==> src/hw/rtl/tee_pkg.sv <==
// shared types and constants of the token expression evaluator
package tee_pkg;

  localparam int unsigned DataW   = 32;
  localparam int unsigned MaxNest = 8;

  typedef enum logic [1:0] {
    TOK_NUM   = 2'd0,
    TOK_OP    = 2'd1,
    TOK_OPEN  = 2'd2,
    TOK_CLOSE = 2'd3
  } tok_e;

  typedef enum logic [2:0] {
    OP_ADD = 3'd0,
    OP_SUB = 3'd1,
    OP_MUL = 3'd2,
    OP_DIV = 3'd3,
    OP_MOD = 3'd4,
    OP_AND = 3'd5,
    OP_OR  = 3'd6,
    OP_UNK = 3'd7
  } op_e;

  typedef enum logic [1:0] {
    PH_FIRST = 2'd0,
    PH_OPER  = 2'd1,
    PH_NEXT  = 2'd2
  } phase_e;

  // controller to datapath commands
  typedef struct packed {
    logic       load_tok;   // capture the incoming word
    logic       exec_tok;   // apply token in a single step (no arithmetic wait)
    logic       start_alu;  // start a combine
    logic       alu_pop;    // combine operands come from stack top
    logic       finish;     // present result, restart expression
  } cmd_t;

  // datapath to controller status
  typedef struct packed {
    logic needs_alu;   // loaded token needs an arithmetic combine
    logic needs_pop;   // that combine closes a group
    logic alu_done;
    logic nest_empty;
    logic is_last;
  } sts_t;

endpackage

==> src/hw/rtl/tee_divider.sv <==
// iterative unsigned restoring divider, one quotient bit per cycle
module tee_divider (
  input  logic                      clk_i,
  input  logic                      rst_ni,
  input  logic                      start_i,
  input  logic [tee_pkg::DataW-1:0] dividend_i,
  input  logic [tee_pkg::DataW-1:0] divisor_i,
  output logic                      done_o,
  output logic [tee_pkg::DataW-1:0] quot_o,
  output logic [tee_pkg::DataW-1:0] rem_o
);
  import tee_pkg::*;

  localparam int unsigned CntW = $clog2(DataW + 1);

  logic [DataW-1:0] quot_q, quot_d, rem_q, rem_d, dvs_q, dvs_d;
  logic [CntW-1:0]  cnt_q, cnt_d;
  logic             busy_q, busy_d, done_q, done_d;
  logic [DataW:0]   trial;

  always_comb begin
    quot_d = quot_q;
    rem_d  = rem_q;
    dvs_d  = dvs_q;
    cnt_d  = cnt_q;
    busy_d = busy_q;
    done_d = 1'b0;
    trial  = {rem_q, quot_q[DataW-1]} - {1'b0, dvs_q};
    if (start_i) begin
      quot_d = dividend_i;
      rem_d  = '0;
      dvs_d  = divisor_i;
      cnt_d  = CntW'(DataW);
      busy_d = 1'b1;
    end else if (busy_q) begin
      if (trial[DataW]) begin
        rem_d  = {rem_q[DataW-2:0], quot_q[DataW-1]};
        quot_d = {quot_q[DataW-2:0], 1'b0};
      end else begin
        rem_d  = trial[DataW-1:0];
        quot_d = {quot_q[DataW-2:0], 1'b1};
      end
      cnt_d = cnt_q - 1'b1;
      if (cnt_q == CntW'(1)) begin
        busy_d = 1'b0;
        done_d = 1'b1;
      end
    end
  end

  always_ff @(posedge clk_i or negedge rst_ni) begin
    if (!rst_ni) begin
      busy_q <= 1'b0;
      done_q <= 1'b0;
      cnt_q  <= '0;
    end else begin
      busy_q <= busy_d;
      done_q <= done_d;
      cnt_q  <= cnt_d;
    end
  end

  always_ff @(posedge clk_i) begin
    quot_q <= quot_d;
    rem_q  <= rem_d;
    dvs_q  <= dvs_d;
  end

  assign done_o = done_q;
  assign quot_o = quot_q;
  assign rem_o  = rem_q;
endmodule

==> src/hw/rtl/tee_datapath.sv <==
// evaluator datapath: accumulator, operator, phase, group stack and alu
module tee_datapath #(
  parameter int unsigned MAX_NEST = tee_pkg::MaxNest
) (
  input  logic                      clk_i,
  input  logic                      rst_ni,
  input  tee_pkg::cmd_t             cmd_i,
  output tee_pkg::sts_t             sts_o,
  input  logic [1:0]                req_type_i,
  input  logic [tee_pkg::DataW-1:0] tok_value_i,
  input  logic [2:0]                op_code_i,
  input  logic                      last_token_i,
  output logic [tee_pkg::DataW-1:0] value_o,
  output logic                      div_by_zero_o,
  output logic                      nesting_overflow_o
);
  import tee_pkg::*;

  localparam int unsigned LvlW = $clog2(MAX_NEST + 1);
  localparam int unsigned IdxW = (MAX_NEST > 1) ? $clog2(MAX_NEST) : 1;

  // registered token
  logic [1:0]       kind_q;
  logic [DataW-1:0] val_q;
  logic [2:0]       code_q;
  logic             last_q;

  logic [DataW-1:0] acc_q, acc_d;
  logic [2:0]       pop_q, pop_d;
  logic [1:0]       ph_q, ph_d;
  logic [LvlW-1:0]  lvl_q, lvl_d;
  logic             dz_q, dz_d, ov_q, ov_d;

  logic [DataW-1:0] stk_acc [MAX_NEST];
  logic [2:0]       stk_op  [MAX_NEST];
  logic             push;
  logic [DataW-1:0] push_acc;
  logic [2:0]       push_op;
  logic [IdxW-1:0]  top_idx;

  // alu operands latched at start
  logic [DataW-1:0] a_q, b_q;
  logic [2:0]       f_q;
  logic             alu_busy_q;
  logic [DataW-1:0] div_q_w, div_r_w;
  logic             div_done;
  logic             div_start;
  logic [DataW-1:0] alu_res;
  logic             alu_res_ok;
  logic [DataW-1:0] mul_q;
  logic             mul_pend_q;

  assign top_idx = IdxW'(lvl_q - 1'b1);

  // operand selection for a combine
  logic [DataW-1:0] opa, opb;
  logic [2:0]       opf;
  always_comb begin
    if (cmd_i.alu_pop) begin
      opa = stk_acc[top_idx];
      opf = stk_op[top_idx];
      opb = acc_q;
    end else begin
      opa = acc_q;
      opf = pop_q;
      opb = val_q;
    end
  end

  assign div_start = cmd_i.start_alu && (opf == OP_DIV || opf == OP_MOD) && (opb != '0);

  tee_divider u_div (
    .clk_i      (clk_i),
    .rst_ni     (rst_ni),
    .start_i    (div_start),
    .dividend_i (opa),
    .divisor_i  (opb),
    .done_o     (div_done),
    .quot_o     (div_q_w),
    .rem_o      (div_r_w)
  );

  logic alu_isdiv_q, alu_zero_q;

  always_comb begin
    alu_res_ok = 1'b0;
    alu_res    = a_q;
    if (alu_busy_q) begin
      if (alu_isdiv_q && !alu_zero_q) begin
        alu_res_ok = div_done;
        alu_res    = (f_q == OP_DIV) ? div_q_w : div_r_w;
      end else if (f_q == OP_MUL) begin
        alu_res_ok = mul_pend_q;
        alu_res    = mul_q;
      end else begin
        alu_res_ok = 1'b1;
        case (f_q)
          OP_ADD:  alu_res = a_q + b_q;
          OP_SUB:  alu_res = a_q - b_q;
          OP_DIV:  alu_res = '1;
          OP_MOD:  alu_res = a_q;
          OP_AND:  alu_res = a_q & b_q;
          OP_OR:   alu_res = a_q | b_q;
          default: alu_res = a_q;
        endcase
      end
    end
  end

  always_ff @(posedge clk_i or negedge rst_ni) begin
    if (!rst_ni) begin
      alu_busy_q <= 1'b0;
      mul_pend_q <= 1'b0;
    end else begin
      mul_pend_q <= alu_busy_q && (f_q == OP_MUL) && !mul_pend_q;
      if (cmd_i.start_alu)  alu_busy_q <= 1'b1;
      else if (alu_res_ok)  alu_busy_q <= 1'b0;
    end
  end

  always_ff @(posedge clk_i) begin
    if (cmd_i.start_alu) begin
      a_q         <= opa;
      b_q         <= opb;
      f_q         <= opf;
      alu_isdiv_q <= (opf == OP_DIV || opf == OP_MOD);
      alu_zero_q  <= (opb == '0);
    end
    mul_q <= DataW'(a_q * b_q);
  end

  always_comb begin
    sts_o            = '0;
    sts_o.alu_done   = alu_res_ok;
    sts_o.nest_empty = (lvl_q == '0);
    sts_o.is_last    = last_q;
    if (kind_q == TOK_NUM && ph_q == PH_NEXT) sts_o.needs_alu = 1'b1;
    if (kind_q == TOK_CLOSE && lvl_q != '0) begin
      sts_o.needs_alu = 1'b1;
      sts_o.needs_pop = 1'b1;
    end
  end

  // state update
  always_comb begin
    acc_d    = acc_q;
    pop_d    = pop_q;
    ph_d     = ph_q;
    lvl_d    = lvl_q;
    dz_d     = dz_q;
    ov_d     = ov_q;
    push     = 1'b0;
    push_acc = acc_q;
    push_op  = pop_q;
    if (cmd_i.exec_tok) begin
      case (kind_q)
        TOK_NUM: begin
          if (ph_q == PH_FIRST) begin
            acc_d = val_q;
            ph_d  = PH_OPER;
          end else begin
            pop_d = OP_UNK;
            ph_d  = PH_NEXT;
          end
        end
        TOK_OP: begin
          if (ph_q == PH_OPER) begin
            pop_d = code_q;
            ph_d  = PH_NEXT;
          end
        end
        TOK_OPEN: begin
          if (ph_q == PH_OPER) begin
            pop_d = OP_UNK;
            ph_d  = PH_NEXT;
          end else if (lvl_q >= LvlW'(MAX_NEST)) begin
            ov_d = 1'b1;
          end else begin
            push = 1'b1;
            if (ph_q == PH_FIRST) begin
              push_acc = '0;
              push_op  = OP_ADD;
            end
            lvl_d = lvl_q + 1'b1;
            acc_d = '0;
            ph_d  = PH_FIRST;
          end
        end
        default: begin
          if (ph_q == PH_OPER) begin
            pop_d = OP_UNK;
            ph_d  = PH_NEXT;
          end
        end
      endcase
    end
    if (alu_res_ok) begin
      acc_d = alu_res;
      ph_d  = PH_OPER;
      if (alu_isdiv_q && alu_zero_q) dz_d = 1'b1;
    end
    if (cmd_i.start_alu && cmd_i.alu_pop) lvl_d = lvl_q - 1'b1;
    if (cmd_i.finish) begin
      acc_d = '0;
      pop_d = OP_UNK;
      ph_d  = PH_FIRST;
      lvl_d = '0;
      dz_d  = 1'b0;
      ov_d  = 1'b0;
    end
  end

  always_ff @(posedge clk_i or negedge rst_ni) begin
    if (!rst_ni) begin
      acc_q <= '0;
      pop_q <= OP_UNK;
      ph_q  <= PH_FIRST;
      lvl_q <= '0;
      dz_q  <= 1'b0;
      ov_q  <= 1'b0;
    end else begin
      acc_q <= acc_d;
      pop_q <= pop_d;
      ph_q  <= ph_d;
      lvl_q <= lvl_d;
      dz_q  <= dz_d;
      ov_q  <= ov_d;
    end
  end

  always_ff @(posedge clk_i) begin
    if (cmd_i.load_tok) begin
      kind_q <= req_type_i;
      val_q  <= tok_value_i;
      code_q <= op_code_i;
      last_q <= last_token_i;
    end
    if (push) begin
      stk_acc[IdxW'(lvl_q)] <= push_acc;
      stk_op[IdxW'(lvl_q)]  <= push_op;
    end
    if (cmd_i.finish) begin
      value_o            <= acc_q;
      div_by_zero_o      <= dz_q;
      nesting_overflow_o <= ov_q;
    end
  end
endmodule

==> src/hw/rtl/tee_ctrl.sv <==
// evaluator controller: token sequencing, group folding and output handshake
module tee_ctrl (
  input  logic          clk_i,
  input  logic          rst_ni,
  input  logic          in_valid_i,
  output logic          in_stall_o,
  output logic          out_valid_o,
  input  logic          out_stall_i,
  input  tee_pkg::sts_t sts_i,
  output tee_pkg::cmd_t cmd_o
);
  import tee_pkg::*;

  typedef enum logic [2:0] {
    S_IDLE, S_DECODE, S_WAIT, S_CHECK, S_FOLD, S_FWAIT, S_DONE
  } state_e;

  state_e st_q;
  logic   ovld_q;

  // a new word enters while the output still holds if in idle
  assign in_stall_o  = (st_q != S_IDLE);
  assign out_valid_o = ovld_q;

  always_comb begin
    cmd_o = '0;
    case (st_q)
      S_IDLE:   cmd_o.load_tok = in_valid_i;
      S_DECODE: begin
        if (sts_i.needs_alu) begin
          cmd_o.start_alu = 1'b1;
          // a close paren combines with the stack top, a number with the accumulator
          cmd_o.alu_pop   = sts_i.needs_pop;
        end else begin
          cmd_o.exec_tok = 1'b1;
        end
      end
      S_FOLD: begin
        cmd_o.start_alu = 1'b1;
        cmd_o.alu_pop   = 1'b1;
      end
      S_DONE:   cmd_o.finish = !ovld_q || !out_stall_i;
      default:  cmd_o = '0;
    endcase
  end

  always_ff @(posedge clk_i or negedge rst_ni) begin
    if (!rst_ni) begin
      st_q   <= S_IDLE;
      ovld_q <= 1'b0;
    end else begin
      if (cmd_o.finish)               ovld_q <= 1'b1;
      else if (ovld_q && !out_stall_i) ovld_q <= 1'b0;
      case (st_q)
        S_IDLE:   if (in_valid_i) st_q <= S_DECODE;
        S_DECODE: st_q <= sts_i.needs_alu ? S_WAIT : S_CHECK;
        S_WAIT:   if (sts_i.alu_done) st_q <= S_CHECK;
        S_CHECK: begin
          if (!sts_i.is_last)        st_q <= S_IDLE;
          else if (sts_i.nest_empty) st_q <= S_DONE;
          else                       st_q <= S_FOLD;
        end
        S_FOLD:   st_q <= S_FWAIT;
        S_FWAIT:  if (sts_i.alu_done) st_q <= S_CHECK;
        S_DONE:   if (cmd_o.finish) st_q <= S_IDLE;
        default:  st_q <= S_IDLE;
      endcase
    end
  end
endmodule

==> src/hw/rtl/token_expression_evaluator_unit.sv <==
// top level of the token expression evaluator
//
// input channel: one token word per handshake (req_type, tok_value, op_code,
// last_token), accepted when in_valid_i is high and in_stall_o is low
// output channel: one result word (value, div_by_zero, nesting_overflow)
// after each token marked last_token, taken when out_valid_o is high and
// out_stall_i is low
// tokens are handled one at a time: each is loaded, decoded and checked,
// and a number that completes a pair or a close paren inside a group first
// waits for its combine; mul uses a registered product, and div or mod by a
// nonzero divisor the bit-serial divider; on the last token each unclosed
// group is folded with a combine of its own, and the result is then presented
// the result sits in an output register; the next token is accepted while
// it waits, but a second result waits until the first is taken
// reset clears accumulator, phase, nesting level and flags; the group
// stack holds no reset and is only read after a push
module token_expression_evaluator_unit #(
  parameter int unsigned MAX_NEST = tee_pkg::MaxNest
) (
  input  logic                      clk_i,
  input  logic                      rst_ni,
  input  logic                      in_valid_i,
  output logic                      in_stall_o,
  input  logic [1:0]                req_type_i,
  input  logic [tee_pkg::DataW-1:0] tok_value_i,
  input  logic [2:0]                op_code_i,
  input  logic                      last_token_i,
  output logic                      out_valid_o,
  input  logic                      out_stall_i,
  output logic [tee_pkg::DataW-1:0] value_o,
  output logic                      div_by_zero_o,
  output logic                      nesting_overflow_o
);
  import tee_pkg::*;

  cmd_t cmd;
  sts_t sts;

  tee_ctrl u_ctrl (
    .clk_i       (clk_i),
    .rst_ni      (rst_ni),
    .in_valid_i  (in_valid_i),
    .in_stall_o  (in_stall_o),
    .out_valid_o (out_valid_o),
    .out_stall_i (out_stall_i),
    .sts_i       (sts),
    .cmd_o       (cmd)
  );

  tee_datapath #(.MAX_NEST(MAX_NEST)) u_dp (
    .clk_i              (clk_i),
    .rst_ni             (rst_ni),
    .cmd_i              (cmd),
    .sts_o              (sts),
    .req_type_i         (req_type_i),
    .tok_value_i        (tok_value_i),
    .op_code_i          (op_code_i),
    .last_token_i       (last_token_i),
    .value_o            (value_o),
    .div_by_zero_o      (div_by_zero_o),
    .nesting_overflow_o (nesting_overflow_o)
  );
endmodule

==> config.mk <==
export PLATFORM = sky130hd
export DESIGN_NAME = token_expression_evaluator_unit
export DESIGN_NICKNAME = d
export VERILOG_FILES = /design/src/hw/rtl/tee_pkg.sv /design/src/hw/rtl/tee_divider.sv /design/src/hw/rtl/tee_datapath.sv /design/src/hw/rtl/tee_ctrl.sv /design/src/hw/rtl/token_expression_evaluator_unit.sv
export SDC_FILE = /design/constraint.sdc
export NUM_CORES = 2
export LEC_CHECK = 0
export ABC_AREA = 1
export BUFFER_PORTS_ARGS = -buffer_cell sky130_fd_sc_hd__buf_2
export CORE_UTILIZATION = 55
export CTS_CLUSTER_DIAMETER = 40
export DETAILED_ROUTE_END_ITERATION = 16
export PLACE_DENSITY = 0.8
export SLEW_MARGIN = 5
export SYNTH_ARGS = -nofsm -noshare
export SYNTH_HDL_FRONTEND = slang
export SYNTH_SLANG_ARGS = --single-unit
export TNS_END_PERCENT = 1
==> constraint.sdc <==
create_clock -name clk_i -period 8.73 [get_ports clk_i]
set_input_delay 0.4365 -clock clk_i [delete_from_list [all_inputs] [get_ports clk_i]]
set_output_delay 0.4365 -clock clk_i [all_outputs]
set_load 0.03 [all_outputs]
* Word-level counts from Yosys, hierarchy flattened *
Memories as Yosys holds them, arrays and structs flattened.
Cells that the tools add are included.

cells by class
  $add $sub $neg = 6
  multiply operators = 1
  magnitude comparators = 1
  equal/unequal tests = 31
  muxes and demuxes = 93
  bitwise gates (word level) = 2
  reductions and logical operators = 47

operators by type and width
  operator                                               count
  two-way mux 32 bit                                     20
  case mux 32 bit (5 select lines)                       1
  case mux 32 bit (2 select lines)                       1
  two-way mux 3 bit                                      15
  two-way mux 1 bit                                      34
  subtractor 33 x 32 -> 33 bit                           1
  adder 32 bit                                           1
  bitwise AND 32 bit                                     1
  zero test 32 bit                                       1
  multiplier 32 x 32 -> 32 bit                           1
  OR 32 bit                                              1
  nonzero test 32 bit                                    1
  subtractor 32 bit                                      1
  two-way mux 4 bit                                      6
  two-way mux 2 bit                                      10
  equality test 3 bit, second input constant             6
  case mux 3 bit (6 select lines)                        1
  nonzero test 2 bit                                     8
  equality test 3 x 2 -> 1 bit, second input constant    5
  nonzero test 3 bit                                     5
  two-way mux 6 bit                                      2
  inequality test 4 x 3 -> 1 bit, second input constant  3
  AND reduction 4 bit                                    3
  logical AND 1 bit                                      10
  26 further kinds                                       43

storage, ports and cells
  register bits after elaboration = 326
  memory bits (writable) = 280
  bits of input ports = 42
  output and inout port bits = 36
  memories = 2

memories
  name          depth  width  rd ports  clocked after Yosys merged registers in  wr ports  RTL line            RTL
  u_dp.stk_acc  8      32     1         0                                        1         tee_datapath.sv:34  logic [DataW-1:0] stk_acc [MAX_NEST];
  u_dp.stk_op   8      3      1         0                                        1         tee_datapath.sv:35  logic [2:0] stk_op [MAX_NEST];

* Longest topological paths before layout *
  depth in word-level cells = 12
  mapped depth = 37
  depth with buffers taken out = 35

* By module *
Synthesis repeated with hierarchy kept, for this count alone.

second synthesis, totals
  cells, all modules = 5792
  area, all modules = 47944.7 um^2

by module, submodules not included
  module        instances  cells an instance  area an instance (um^2)
  tee_datapath  1          4707               40679.0
  tee_divider   1          1035               6960.4
  tee_ctrl      1          50                 305.3

* Least setup slack after synthesis *
OpenSTA, ideal clock, no wires.

  kind = flip-flop to flip-flop
  start point = reg u_dp.lvl_q[0]
  end point = reg u_dp.u_div.quot_q[0] (netlist: u_dp.u_div.quot_o[0]) (enable)
  arrival = 8331 ps
  required time = 8341 ps
  setup slack = 9 ps
  stages on the path, launching flop included = 16
  buffers on the path = 4
  period minus slack after synthesis = 8721 ps
  path through = dfrtp_1 -> inv_1 -> buf_2 -> buf_1 -> ha_1 -> nand3_2 -> nand3_1 -> nand2_1 -> inv_1 -> o21ai_0 -> inv_1 -> nor2_4 -> nand2_4 -> buf_6 -> buf_6 -> nand2_1

RTL lines
  item                    RTL line             RTL
  from (decl)             tee_datapath.sv:31   logic [LvlW-1:0] lvl_q, lvl_d;
  from (signal assigned)  tee_datapath.sv:225  lvl_q <= lvl_d;
  to (signal assigned)    tee_divider.sv:64    quot_q <= quot_d;
  to (decl)               tee_divider.sv:16    logic [DataW-1:0] quot_q, quot_d, rem_q, rem_d, dvs_q, dvs_d;

* Final worst setup path *
  start point = reg u_dp.b_q[2]
  end point = reg u_dp.mul_q[26]

between the ends
  longest elaborated chain between the ends = 1

RTL lines
  item                          RTL line             RTL
  from (decl)                   tee_datapath.sv:42   logic [DataW-1:0] a_q, b_q;
  from (signal assigned)        tee_datapath.sv:124  b_q <= opb;
  multiplier 32 x 32 -> 32 bit  tee_datapath.sv:129  mul_q <= DataW'(a_q * b_q);
  to (signal assigned)          tee_datapath.sv:129
  to (decl)                     tee_datapath.sv:50   logic [DataW-1:0] mul_q;

No other way between the ends.
A chain may end at the register's enable or synchronous reset.

==> metrics.md <==
| Metric | Value |
|---|---|
| Footprint of the multi-input gates | `0.0250 sq mm` |
| TritonCTS Buffers | `85` |
| Final WL | `approximately 160,000 um` |
| Synth Flop Type | `edfxtp_1` |
| Cell count after synthesis | `between 5,000 and 6,000` |
| Slew Limit Fails | `3` |
| DR DRC count | `0` |
| Post-synth top cells | `nand2_1, inv_1, edfxtp_1, fa_1, nor2_1` |
| Post-DP HPWL | `between 100,000 and 150,000 um` |
| CP Capture Type | `flip-flop` |
| Clock Latency Late Sink | `0.67 ns` |
| Die Area | `approximately 0.087 sq mm` |
| GP Congestion | `roughly 1.0` |
| Slowest cell delay on critical path | `roughly 0.68 ns` |
| First-pass GRT wire length | `237,000 um` |
| Wire per inst | `approximately 23 um` |
| Top cell by count, worst path | `fa_1` |
| Fmax | `132 MHz` |
| Port Buf Inserts | `between 70 and 80` |
| Max Cap Viol | `1` |
| Detail Route Antenna Nets | `0` |
| Cell total after placement | `approximately 6,600` |
| Critical Path Fanout Max | `22` |
| RSZ-0062 raised after global routing | `no` |
| Crit-path cells | `buf_4 -> nand2_1 -> fa_1 -> fa_1 -> fa_1 -> fa_1 -> inv_1 -> fa_1 -> fa_1 -> inv_1 -> fa_1 -> fa_1 -> inv_1 -> ha_1 -> nand2_1 -> nor2_1 -> inv_1 -> nor3_1 -> nand2_1 -> o211ai_1 -> a31oi_1 -> xnor2_1` |
| FF/Latch Area | `~0.017 sq mm` |
| Clock sinks | `around 600` |
| Chip Width | `296 um` |
| Post-route insts no fill | `6,848` |
| Synth area leaders | `edfxtp_1, fa_1, nand2_1, inv_1, ha_1` |
| Register area share after synthesis | `0.364` |
| Async SR Flop Fraction | `0.0941` |
| CTS max path bufs | `3` |
| GR Util All Layers | `0.365` |
| Initial antenna violation count | `10` |
| Final setup viols | `0` |
| Seq cells post-synth | `606` |
| Average cell area after synthesis | `between 8 and 9 sq um` |
| Slew margin rel. | `-0.141` |
| Yosys top cell area share | `0.307` |
| CTS tree | `yes` |
| Initial Util | `0.556` |
| Clock transition at path regs | `~0.070 ns` |
| # rows | `between 100 and 150` |
| WP buf/inv | `5` |
| Largest area contributor in the netlist | `edfxtp_1` |
| Setup_tns | `0 ns` |
| Htree depth | `3` |
| GR Util met3 | `0.0838` |
| Vias in the first global route | `39,900` |
| Fin crit share | `0.865` |
| Slowest cell on crit path | `edfxtp_1` |
| Post-synth cell types | `51` |
| Setup CP Type | `reg -> reg` |
| Routed vias/inst | `between 5 and 6` |
| Mapped Nets | `6,243` |
| Most numerous cell in the Yosys netlist | `nand2_1` |
| Core area | `about 0.085 sq mm` |
| Yosys warnings | `0` |
| Hold Vio Cnt, Final | `0` |
| Die Y-Extent | `slightly below 300 um` |
| Mapped cell area | `0.0474 sq mm` |
| GR met1 Demand/Resource | `0.454` |
| Clk_skew | `0.0300 ns` |
| Status | `complete, but fails checks` |
| Ports | `between 70 and 80` |
| Min Tclk post-route | `~7.5 ns` |
| Critical Path AT | `8.09 ns` |
| FILL cells | `about 7,000` |
| CP delay by family, top | `adder cells` |
| Worst-Margin Slew | `between 1.5 and 2 ns` |
| CP required | `9.27 ns` |
| Area delta synth->final | `10.4%` |
| Number of synthesized flops with an enable pin | `485` |
| Via Count | `around 40,000` |
| Failing checks | `max-capacitance violations, max-slew violations` |
| Nets | `roughly 6,300` |
| Hold crit path type | `in -> reg` |
| Pin count of the biggest net entering global routing | `115` |
| Grt met2 use | `0.583` |
| Initial DRC count | `4,661` |
| GRT Max-Usage Layer | `met2` |
| Layout cells sized above 1 | `0.0649` |
| Router iterations before antenna repair | `8` |
| Clock root buffer | `clkbuf_16` |
| GR Overflow Total | `0` |
| CP startpoint kind | `flip-flop` |
[cells in the final DEF (no fill, tap or decap), types with 53 or more instances in the layout]
master / instances
nand2_1: 1492
inv_1: 1093
edfxtp_1: 485
fa_1: 410
nor2_1: 300
o21ai_0: 292
nand3_1: 246
ha_1: 192
a21oi_1: 187
buf_4: 96
clkbuf_16: 88
buf_2: 77
xor2_1: 72
o221ai_1: 67
mux2i_1: 64
dfxtp_1: 64
dfrtp_1: 53
[layout make-up]
| cell class | count | share of cell area |
|---|---|---|
| well taps | 1144 | 0.0273 |
| inverters | 1109 | 0.0796 |
| clock buffers | 95 | 0.0426 |
| clock inverters | 63 | 0.0148 |
| diodes | 4 | 0.000191 |
| flip-flops and latches | 606 | 0.330 |
| repair buffers | 212 | 0.0286 |
| multi-input cells | 3615 | 0.477 |
[flip-flops by register name, indices dropped and copies added, names as in the netlist, 2 cells and up]
register           cells
u_dp.acc_q            32
u_dp.ph_q              2
u_dp.stk_acc         256
u_dp.u_div.cnt_q       6
u_dp.b_q              32
u_dp.pop_q             3
u_dp.value_o          32
u_dp.f_q               3
u_ctrl.st_q            3
u_dp.u_div.quot_o     32
u_dp.a_q              32
u_dp.lvl_q             4
u_dp.u_div.rem_o      32
u_dp.mul_q            32
u_dp.kind_q            2
u_dp.stk_op           24
u_dp.code_q            3
u_dp.u_div.dvs_q      32
u_dp.val_q            32
[path summary, 6_finish.rpt]
check                           startpoint                   to  slack, ns  cells after the start
min in group asynchronous           rst_ni  u_dp.u_div.cnt_q[4]       0.53                      3
max in group asynchronous           rst_ni        u_dp.lvl_q[0]       7.52                      3
max reg2reg                    u_dp.b_q[2]       u_dp.mul_q[26]       1.18                     22
min                            out_stall_i   u_ctrl.out_valid_o       0.10                      3
max                            u_dp.b_q[2]       u_dp.mul_q[26]       1.18                     22
min reg2reg                u_dp.mul_pend_q      u_dp.mul_pend_q       0.46                      1
[stage by stage]
stage	setup slack [ns]	util	area, sq um	hold WS [ns]
after floorplan	0.00938	-	47400	0.141
after global placement	1.32	0.574	49000	0.424
after detailed placement	1.26	0.574	49000	0.442
after CTS	1.22	0.614	52400	0.0591
after global routing	0.913	0.614	52400	0.103
final	1.18	0.614	52400	0.101
[metal layers]
metal  share of wire  vias to the layer above
li1                -                    17700
met1            0.36                    19200
met2            0.46                     2510
met3            0.11                      587
met4           0.069                        6
met5         0.00027                        -
[worst reg2reg max path, cell delays in order (launching register included)]
cell and delay (ns):
edfxtp_1 0.68, buf_4 0.37, nand2_1 0.13, fa_1 0.57, fa_1 0.43, fa_1 0.51, fa_1 0.58, inv_1 0.06
fa_1 0.48, fa_1 0.55, inv_1 0.05, fa_1 0.45, fa_1 0.49, inv_1 0.04, ha_1 0.37, nand2_1 0.15
nor2_1 0.16, inv_1 0.09, nor3_1 0.30, nand2_1 0.09, o211ai_1 0.39, a31oi_1 0.22, xnor2_1 0.31
[logic make-up after synthesis]
family,Yosys count,share of synthesized area
buf+inv,1377,0.111
compound gates,682,0.0830
mux,64,0.0135
xor+xnor,118,0.0222
simple gates,2148,0.182
flops,606,0.364
fa+ha+maj,603,0.224
[what timing repair did]
action | CTS | global route
resized for setup | 0 | 0
hold buffers | 39 | 0
endpoints found under the hold margin | 58 | 0
setup buffers | 0 | 0
Power is left out: the tool's default activity adds up to more than one toggle a clock period on the data nets, which glitch-free logic cannot reach.
